## config.mk

```make
export PLATFORM = sky130hd
export DESIGN_NAME = stream_pattern_censor
export DESIGN_NICKNAME = d
export VERILOG_FILES = /design/src/rtl/spc_pkg.sv /design/src/rtl/spc_win_cell.sv /design/src/rtl/spc_out_cell.sv /design/src/rtl/stream_pattern_censor.sv
export SDC_FILE = /design/constraint.sdc
export NUM_CORES = 1
export LEC_CHECK = 0
export CORE_UTILIZATION = 60
export CTS_CLUSTER_SIZE = 8
export DETAILED_ROUTE_END_ITERATION = 12
export DONT_BUFFER_PORTS = 1
export PLACE_DENSITY = 0.76
export SYNTH_ARGS = -nofsm -noshare
export SYNTH_HDL_FRONTEND = slang
export SYNTH_SLANG_ARGS = --single-unit
```

## constraint.sdc

```tcl
create_clock -name clk -period 9.45 [get_ports clk]
set_clock_uncertainty 0.15 [all_clocks]
set_input_delay 1.89 -clock clk [delete_from_list [all_inputs] [get_ports clk]]
set_output_delay 1.89 -clock clk [all_outputs]
set_load 0.02 [all_outputs]
```

## src/rtl/spc_pkg.sv

```systemverilog
// ----------------------------------------------------------------------------
// spc_pkg
// shared types and constants for the stream pattern censor
// ----------------------------------------------------------------------------
package spc_pkg;

    localparam int BYTE_W      = 8;
    localparam int PATTERN_W   = 64;
    localparam int LENGTH_W    = 4;
    localparam int CFG_INDEX_W = 2;

    localparam logic [BYTE_W-1:0] MASK_BYTE    = 8'h2A;
    localparam logic [BYTE_W-1:0] NEWLINE_BYTE = 8'h0A;

    // configuration register indexes
    localparam logic [CFG_INDEX_W-1:0] REG_PATTERN_BYTES  = 2'd0;
    localparam logic [CFG_INDEX_W-1:0] REG_PATTERN_LENGTH = 2'd1;

    typedef struct packed {
        logic [BYTE_W-1:0] data_byte;
        logic              end_of_stream;
    } in_beat_t;

    typedef struct packed {
        logic [BYTE_W-1:0] out_byte;
        logic              run_last;
        logic              stream_done;
    } out_beat_t;

    // window cell control
    typedef struct packed {
        logic enable;
        logic hit;
        logic shift;
    } win_ctrl_t;

    // output cell control
    typedef struct packed {
        logic load;
        logic shift;
    } out_ctrl_t;

endpackage

```

## src/rtl/spc_win_cell.sv

```systemverilog
// ----------------------------------------------------------------------------
// spc_win_cell
// one byte of the pending window with its pattern compare
// ----------------------------------------------------------------------------
module spc_win_cell (
    input  logic                          clk,
    input  spc_pkg::win_ctrl_t            ctrl,
    input  logic [spc_pkg::BYTE_W-1:0]    in_byte,
    input  logic [spc_pkg::BYTE_W-1:0]    next_byte,
    input  logic [spc_pkg::BYTE_W-1:0]    pat_byte,
    output logic [spc_pkg::BYTE_W-1:0]    win_byte,
    output logic                          eq
);

    logic [spc_pkg::BYTE_W-1:0] byte_reg;
    logic [spc_pkg::BYTE_W-1:0] byte_next;

    // window content including the byte arriving this cycle
    assign win_byte = ctrl.hit ? in_byte : byte_reg;
    assign eq       = (win_byte == pat_byte);

    // shift takes the neighbor's updated byte
    assign byte_next = ctrl.shift ? next_byte : win_byte;

    always_ff @(posedge clk)
    begin
        if (ctrl.enable)
        begin
            byte_reg <= byte_next;
        end
    end

endmodule

```

## src/rtl/spc_out_cell.sv

```systemverilog
// ----------------------------------------------------------------------------
// spc_out_cell
// one slot of the result chain, shifts toward the output port
// ----------------------------------------------------------------------------
module spc_out_cell (
    input  logic                  clk,
    input  spc_pkg::out_ctrl_t    ctrl,
    input  spc_pkg::out_beat_t    load_beat,
    input  spc_pkg::out_beat_t    next_beat,
    output spc_pkg::out_beat_t    beat
);

    spc_pkg::out_beat_t beat_reg;

    assign beat = beat_reg;

    always_ff @(posedge clk)
    begin
        if (ctrl.load)
        begin
            beat_reg <= load_beat;
        end
        else if (ctrl.shift)
        begin
            beat_reg <= next_beat;
        end
    end

endmodule

```

## src/rtl/stream_pattern_censor.sv

```systemverilog
// ----------------------------------------------------------------------------
// stream_pattern_censor
// byte stream filter that masks every occurrence of a pattern with '*'
// ----------------------------------------------------------------------------
// usage
//   in channel: one text byte per beat plus an end-of-stream flag
//   out channel: one byte per beat, run_last on the last beat caused by an
//     input beat, stream_done on that beat when the input ended the stream
//   cfg channel: index 0 writes the 64-bit pattern (first byte in bits 7:0),
//     index 1 writes the length; a length write drops pending bytes; write
//     only while the block is idle
// latency: results of an input beat appear from the next cycle on
// throughput: one input beat per cycle while each beat gives at most one
//   result; a beat that releases k bytes (match or flush) takes k output
//   cycles, set by the single output port draining the result chain
// the window is a row of MAX_PATTERN_BYTES cells compared in parallel; the
// results go into a chain of 2*MAX_PATTERN_BYTES cells shifting toward out
// reset: window and result chain empty, pattern and length zero (pass-through)
// stall: a stalled receiver holds the head beat; input is taken while the
//   chain holds no more than MAX_PATTERN_BYTES beats
// ----------------------------------------------------------------------------
module stream_pattern_censor #(
    parameter int MAX_PATTERN_BYTES = 8
) (
    input  logic                                 clk,
    input  logic                                 rst_n,
    input  logic                                 in_valid,
    output logic                                 in_ready,
    input  spc_pkg::in_beat_t                    in_data,
    output logic                                 out_valid,
    input  logic                                 out_ready,
    output spc_pkg::out_beat_t                   out_data,
    input  logic                                 cfg_valid,
    output logic                                 cfg_ready,
    input  logic [spc_pkg::CFG_INDEX_W-1:0]      cfg_index,
    input  logic [spc_pkg::PATTERN_W-1:0]        cfg_data
);

    localparam int MAXB  = MAX_PATTERN_BYTES;
    localparam int CW    = $clog2(MAXB + 1);          // window count width
    localparam int DEPTH = 2 * MAXB;                  // result chain depth
    localparam int OCW   = $clog2(DEPTH + 1);         // chain occupancy width
    localparam int IW    = (MAXB > 1) ? $clog2(MAXB) : 1;

    // configuration registers
    logic [spc_pkg::PATTERN_W-1:0] pattern_reg;
    logic [spc_pkg::LENGTH_W-1:0]  plen_reg;

    // window fill and result chain occupancy
    logic [CW-1:0]  count_reg;
    logic [CW-1:0]  count_next;
    logic [OCW-1:0] occ_reg;
    logic [OCW-1:0] occ_next;

    logic           accept;
    logic           take;
    logic           cfg_len_wr;

    logic [CW-1:0]  len;
    logic [CW-1:0]  pos;          // slot of the arriving byte
    logic [CW-1:0]  fill;         // fill after the arriving byte
    logic           full;
    logic           match;
    logic           match_full;
    logic           flush;
    logic           win_shift;
    logic [CW-1:0]  n_res;        // results caused by this beat

    logic [spc_pkg::BYTE_W-1:0] win_byte [MAXB];
    logic [MAXB-1:0]            eq;
    logic [MAXB-1:0]            active;

    spc_pkg::out_beat_t burst [MAXB];
    spc_pkg::out_beat_t chain [DEPTH];

    logic [OCW-1:0] base;

    assign accept     = in_valid && in_ready;
    assign take       = out_valid && out_ready;
    assign cfg_ready  = 1'b1;
    assign cfg_len_wr = cfg_valid && (cfg_index == spc_pkg::REG_PATTERN_LENGTH);

    // ------------------------------------------------------------------
    // configuration
    // ------------------------------------------------------------------
    always_ff @(posedge clk or negedge rst_n)
    begin
        if (!rst_n)
        begin
            pattern_reg <= '0;
            plen_reg    <= '0;
        end
        else if (cfg_valid)
        begin
            case (cfg_index)
                spc_pkg::REG_PATTERN_BYTES:  pattern_reg <= cfg_data;
                spc_pkg::REG_PATTERN_LENGTH: plen_reg <= cfg_data[spc_pkg::LENGTH_W-1:0];
                default: ;
            endcase
        end
    end

    // lengths above the window size act as the window size
    assign len = (plen_reg > spc_pkg::LENGTH_W'(MAXB)) ? CW'(MAXB) : plen_reg[CW-1:0];

    // ------------------------------------------------------------------
    // window step decisions
    // ------------------------------------------------------------------
    assign pos   = (count_reg >= len) ? '0 : count_reg;
    assign fill  = pos + CW'(1);
    assign full  = (len != '0) && (fill == len);
    assign match = &(eq | ~active);
    assign match_full = full && match;
    assign flush = (in_data.data_byte == spc_pkg::NEWLINE_BYTE) || in_data.end_of_stream;
    // no match on a full window and no flush: oldest byte leaves, rest moves down
    assign win_shift  = full && !match && !flush;

    always_comb
    begin
        if (len == '0)
        begin
            n_res      = CW'(1);
            count_next = '0;
        end
        else if (match_full)
        begin
            n_res      = len;
            count_next = '0;
        end
        else if (full)
        begin
            n_res      = flush ? len : CW'(1);
            count_next = flush ? '0 : len - CW'(1);
        end
        else
        begin
            n_res      = flush ? fill : '0;
            count_next = flush ? '0 : fill;
        end
    end

    always_ff @(posedge clk or negedge rst_n)
    begin
        if (!rst_n)
        begin
            count_reg <= '0;
        end
        else if (cfg_len_wr)
        begin
            count_reg <= '0;
        end
        else if (accept)
        begin
            count_reg <= count_next;
        end
    end

    // ------------------------------------------------------------------
    // window cells
    // ------------------------------------------------------------------
    for (genvar i = 0; i < MAXB; i++)
    begin : g_win
        spc_pkg::win_ctrl_t         wctrl;
        logic [spc_pkg::BYTE_W-1:0] nb;

        assign wctrl.enable = accept;
        assign wctrl.hit    = (pos == CW'(i));
        assign wctrl.shift  = win_shift;
        assign active[i]    = (CW'(i) < len);

        if (i < MAXB - 1)
        begin : g_mid
            assign nb = win_byte[i+1];
        end
        else
        begin : g_end
            assign nb = win_byte[i];
        end

        spc_win_cell u_cell (
            .clk       (clk),
            .ctrl      (wctrl),
            .in_byte   (in_data.data_byte),
            .next_byte (nb),
            .pat_byte  (pattern_reg[spc_pkg::BYTE_W*i +: spc_pkg::BYTE_W]),
            .win_byte  (win_byte[i]),
            .eq        (eq[i])
        );

        // result beat k of this input
        assign burst[i].out_byte    = match_full ? spc_pkg::MASK_BYTE : win_byte[i];
        assign burst[i].run_last    = (CW'(i) == n_res - CW'(1));
        assign burst[i].stream_done = (CW'(i) == n_res - CW'(1)) && in_data.end_of_stream;
    end

    // ------------------------------------------------------------------
    // result chain: new results go in right behind the ones still waiting
    // ------------------------------------------------------------------
    assign base = occ_reg - OCW'(take);

    for (genvar i = 0; i < DEPTH; i++)
    begin : g_out
        spc_pkg::out_ctrl_t octrl;
        spc_pkg::out_beat_t nxt;
        logic [OCW-1:0]     off;

        assign off         = OCW'(i) - base;
        assign octrl.load  = accept && (OCW'(i) >= base) && (OCW'(i) < base + OCW'(n_res));
        assign octrl.shift = take;

        if (i < DEPTH - 1)
        begin : g_mid
            assign nxt = chain[i+1];
        end
        else
        begin : g_end
            assign nxt = chain[i];
        end

        spc_out_cell u_cell (
            .clk       (clk),
            .ctrl      (octrl),
            .load_beat (burst[off[IW-1:0]]),
            .next_beat (nxt),
            .beat      (chain[i])
        );
    end

    assign occ_next = occ_reg - OCW'(take) + (accept ? OCW'(n_res) : '0);

    always_ff @(posedge clk or negedge rst_n)
    begin
        if (!rst_n)
        begin
            occ_reg <= '0;
        end
        else
        begin
            occ_reg <= occ_next;
        end
    end

    assign out_valid = (occ_reg != '0);
    assign out_data  = chain[0];
    assign in_ready  = (occ_reg <= OCW'(MAXB));

    // ------------------------------------------------------------------
    // assertions
    // ------------------------------------------------------------------
    a_occ_bound: assert property (@(posedge clk) disable iff (!rst_n)
        occ_reg <= OCW'(DEPTH))
        else $error("result chain overflow");

    a_count_below_len: assert property (@(posedge clk) disable iff (!rst_n)
        (accept && !cfg_valid) |=> (count_reg < len) || (len == '0))
        else $error("window fill reached pattern length");

    a_lone_is_last: assert property (@(posedge clk) disable iff (!rst_n)
        (occ_reg == OCW'(1)) |-> out_data.run_last)
        else $error("single waiting beat does not end its run");

    a_done_is_last: assert property (@(posedge clk) disable iff (!rst_n)
        (out_valid && out_data.stream_done) |-> out_data.run_last)
        else $error("stream_done off the last beat of a run");

    a_len_write_clears: assert property (@(posedge clk) disable iff (!rst_n)
        cfg_len_wr |=> (count_reg == '0))
        else $error("length write left pending bytes");

endmodule
```

==> results.md <==
| Step | Metric | This run |
| --- | --- | --- |
| final layout | Most common cell after layout, fill and taps aside | sky130_fd_sc_hd__edfxtp_1 |
| final layout | Number of nets in the layout | 1891 |
| logic synthesis | Number of instances in the synthesized netlist | 1818 |
| place | Half-perimeter wire length of the detailed placement result | 42.5 mm |
| sta | Setup violations, final | 0 |
| logic synthesis | Adder-cell share of the synthesized area | 2.12% |
| cts | Number of hold-repair buffers added at the cts stage | 0 |
| logic synthesis | Netlist Area Pre-Place | 19200 sq um |
| worst setup path | Nature of the critical path endpoint | flip-flop |
| cts | CTS H-tree lvls | 2 |
| floorplan | Width of the chip | 181 um |
| floorplan | Top-Level Pins | 93 |
| logic synthesis | Library cells used by synthesis | 92 |
| routing | Routed length per placed instance | 26.2 um |
| grt | First-pass GRT wire length | 87.7 mm |
| sta | Share of the cycle needed by the critical path after routing | 92.8% |
| sta | Count of endpoints failing hold in the final timing report | 0 |
| logic synthesis | Synth Area in Simple Gates | 12.9% |
| final layout | Number of flip-flops in the largest register | 160 |
| final layout | Area grow syn2layout | 7.69% |
| logic synthesis | Dominant register cell in the synthesized netlist | sky130_fd_sc_hd__edfxtp_1 |
| logic synthesis | Synthesized net count | 1930 |
| grt | Global-route usage over all layers | 35.6% |
| routing | Count of vias placed by the detailed router | 14700 |
| logic synthesis | Sequential share of the synthesized area | 45.0% |
| sta | Worst-case headroom to the max-slew limit | 29.6% |
| routing | Via count normalized by instance count | 6.67 |
| worst setup path | Arrival time at the worst endpoint | 8.79 ns |
| logic synthesis | Mean Syn Cell Area | 10.6 sq um |
| flow run | Max-capacitance violation count | 0 |
| cts | CTS Buffer Depth | 3 |
| logic synthesis | Dominant cells by area after synthesis | sky130_fd_sc_hd__edfxtp_1 35%, sky130_fd_sc_hd__dfrtp_1 10%, sky130_fd_sc_hd__mux2_2 9.5% |
| floorplan | Area enclosed by the die boundary | 32800 sq um |
| routing | Final routed DRC violation total | 0 |
| cts | Clock latency on the worst-skew pair | 0.56 ns |
| sta | Setup TNS after final layout | 0 ns |
| logic synthesis | Count of flip-flops with a built-in enable after synthesis | 224 |
| logic synthesis | Most area-hungry cell type in the Yosys netlist | sky130_fd_sc_hd__edfxtp_1 |
| sta | Transition at the pin with the smallest max-transition slack | 1.05 ns |
| floorplan | Die extent in y | 181 um |
| worst setup path | Data required time at the worst endpoint | 9.47 ns |
| cts | Clock input transition at the sequential cells of the worst setup and hold paths | 0.06 ns |
| place | Count of buffers from port buffering | 0 |
| sta | Achievable frequency | 0.114 GHz |
| worst setup path | CP max-delay cell | sky130_fd_sc_hd__nor3b_4 |
| logic synthesis | Share of the synthesized area in the top cell type | 35.0% |
| hold path | Hold path depth | 1 |
| grt | Overflow after GRT | 0 |
| sta | RSZ-0062 raised after global routing | no |
| final layout | Most used cells in the layout excluding fill and tap cells | 224 x sky130_fd_sc_hd__edfxtp_1, 206 x sky130_fd_sc_hd__nor2_1, 180 x sky130_fd_sc_hd__nand2_1 |
| status | Status | complete, no violations |
| sta | Final Max Tran Viols | 0 |
| logic synthesis | XOR/XNOR Fraction of Synth Area | 4.99% |
| worst setup path | Length in cells of the worst reg-to-reg path | 25 |
| logic synthesis | Largest family of logic cells by synthesized area | multiplexers |
| routing | Initial drt markers | 2308 |
| logic synthesis | Compound-Gate Fraction of Synth Area | 12.9% |
| logic synthesis | Async S/R FF share, synth | 25.6% |
| worst setup path | Most frequent cell on the critical path | sky130_fd_sc_hd__ha_1 |
| worst setup path | Class of the most critical setup path | reg -> reg |
| routing | Total iterations of the first detailed-routing run | 6 |
| hold path | Class of the tightest hold or removal check | reg -> reg |
| final layout | Share of final-layout standard cells stronger than drive strength 1 | 17.0% |
| cts | Total CTS buffers | 44 |
| final layout | Finished Core Util | 65.7% |
| logic synthesis | Synth Warn # | 0 |
| cts | Clock tree from TritonCTS | yes |
| logic synthesis | Mux contribution to synthesized area | 18.2% |
| routing | Total wirelength of the detailed-routed design | 57.8 mm |
| worst setup path | Max FO, Critical Path | 14 |
| routing | Number of nets with antenna violations after routing | 0 |
| final layout | Finished layout cell area | 20700 sq um |
| floorplan | Cell row count | 65 |
| place | Post-DP Area | 19400 sq um |
| floorplan | Initial Util | 61.0% |
| cts | Cell chosen for the clock root | sky130_fd_sc_hd__clkbuf_16 |
| grt | Pin count of the biggest net entering global routing | 78 |
| grt | Via count of the first global-routing pass | 13900 |
| logic synthesis | Register bit count reported by yosys | 301 |
| cts | # clock sinks | 301 |
| worst setup path | Critical path launch point type | flip-flop |
| worst setup path | Delay of the slowest cell on the worst path | 0.54 ns |
| grt | Initial antenna violation count | 2 |
| sta | Post-layout min period | 8.77 ns |
| place | Routability cong. | 1.03 |
| floorplan | Std-Cell Core Area | 31600 sq um |
cell type report:
class / count / area [sq um]
Clock inverter: 4 / 53.8
Tap cell: 402 / 503
Antenna cell: 1 / 2.50
Multi-Input combinational cell: 1346 / 9870
Inverter: 56 / 210
Timing Repair Buffer: 30 / 225
Sequential cell: 301 / 8650
Clock buffer: 67 / 1200
Fill cell: 2468 / 10800
per-stage QoR:
stage	hold slack [ns]	instances	setup WS [ns]
floorplan	0.345	1818	2.55
global placement	0.357	2131	0.988
detailed placement	0.366	2131	0.734
CTS	0.376	2202	0.637
global route	0.387	2206	0.0944
finish	0.377	2207	0.677
cell families (layout without fill, tap and decap cells):
kind of cell	count (synthesis)	after routing
AO/OA/AOI/OAI	335	335
XOR/XNOR	108	108
adder cells (fa/ha/maj)	32	32
buffers and inverters	171	157
flip-flops	301	301
multiplexers	323	323
other	1	2
AND/OR/NAND/NOR	547	547
cell usage after synthesis (all sizes together), types with 11 or more instances:
cell type and instances:
o21ai 69, nor3 23, nand3 28, nand2 182, o31ai 11, buf 45, dfrtp 77, o2111ai 26
mux2i 135, a211oi 44, clkbuf 70, inv 52, and2 21, edfxtp 224, xnor2 75, nor4 17
xor2 32, ha 31, o211ai 32, nor2 208, nand2b 27, a22oi 15, mux2 188, o22ai 11
a21oi 58
repair_timing:
item                       in CTS  in global routing
setup endpoints to repair       0                 20
buffers inserted                0                  4
resized for setup               0                  2
hold endpoints to repair        0                  0
routing by layer:
layer	GRT usage (%)	routed length, um	share of wire [%]	vias to the layer above
met5	0	0	0	-
met4	9.76	1630	2.8	0
met3	6.89	6340	11	117
met2	54.9	25900	45	851
met1	51.5	24000	41	7160
li1	-	-	-	6583
critical path: cells and delay by family, from the launching register on:
| family | cells | cell delay, ns |
|---|---|---|
| xor+xnor | 2 | 0.43 |
| buf+inv | 2 | 0.40 |
| fa+ha+maj | 4 | 1.34 |
| simple gates | 8 | 2.62 |
| compound gates | 9 | 2.88 |
| flops | 1 | 0.52 |
worst paths after layout:
path,start,to,slack [ns]
setup reg to reg,plen_reg[3]$_DFFE_PN0P_,g_out[14].u_cell.beat[2]$_DFFE_PP_,0.68
hold / removal,g_out[1].u_cell.beat[4]$_DFFE_PP_,g_out[0].u_cell.beat[4]$_DFFE_PP_,0.38
setup / recovery,plen_reg[3]$_DFFE_PN0P_,g_out[14].u_cell.beat[2]$_DFFE_PP_,0.68
max in group asynchronous,rst_n,occ_reg[1]$_DFF_PN0_,8.13
hold reg to reg,g_out[1].u_cell.beat[4]$_DFFE_PP_,g_out[0].u_cell.beat[4]$_DFFE_PP_,0.38
min in group asynchronous,rst_n,pattern_reg[39]$_DFFE_PN0P_,0.88
Power is not shown: default switching activity piles up to over one toggle a cycle in this logic, so the estimate is an artifact.
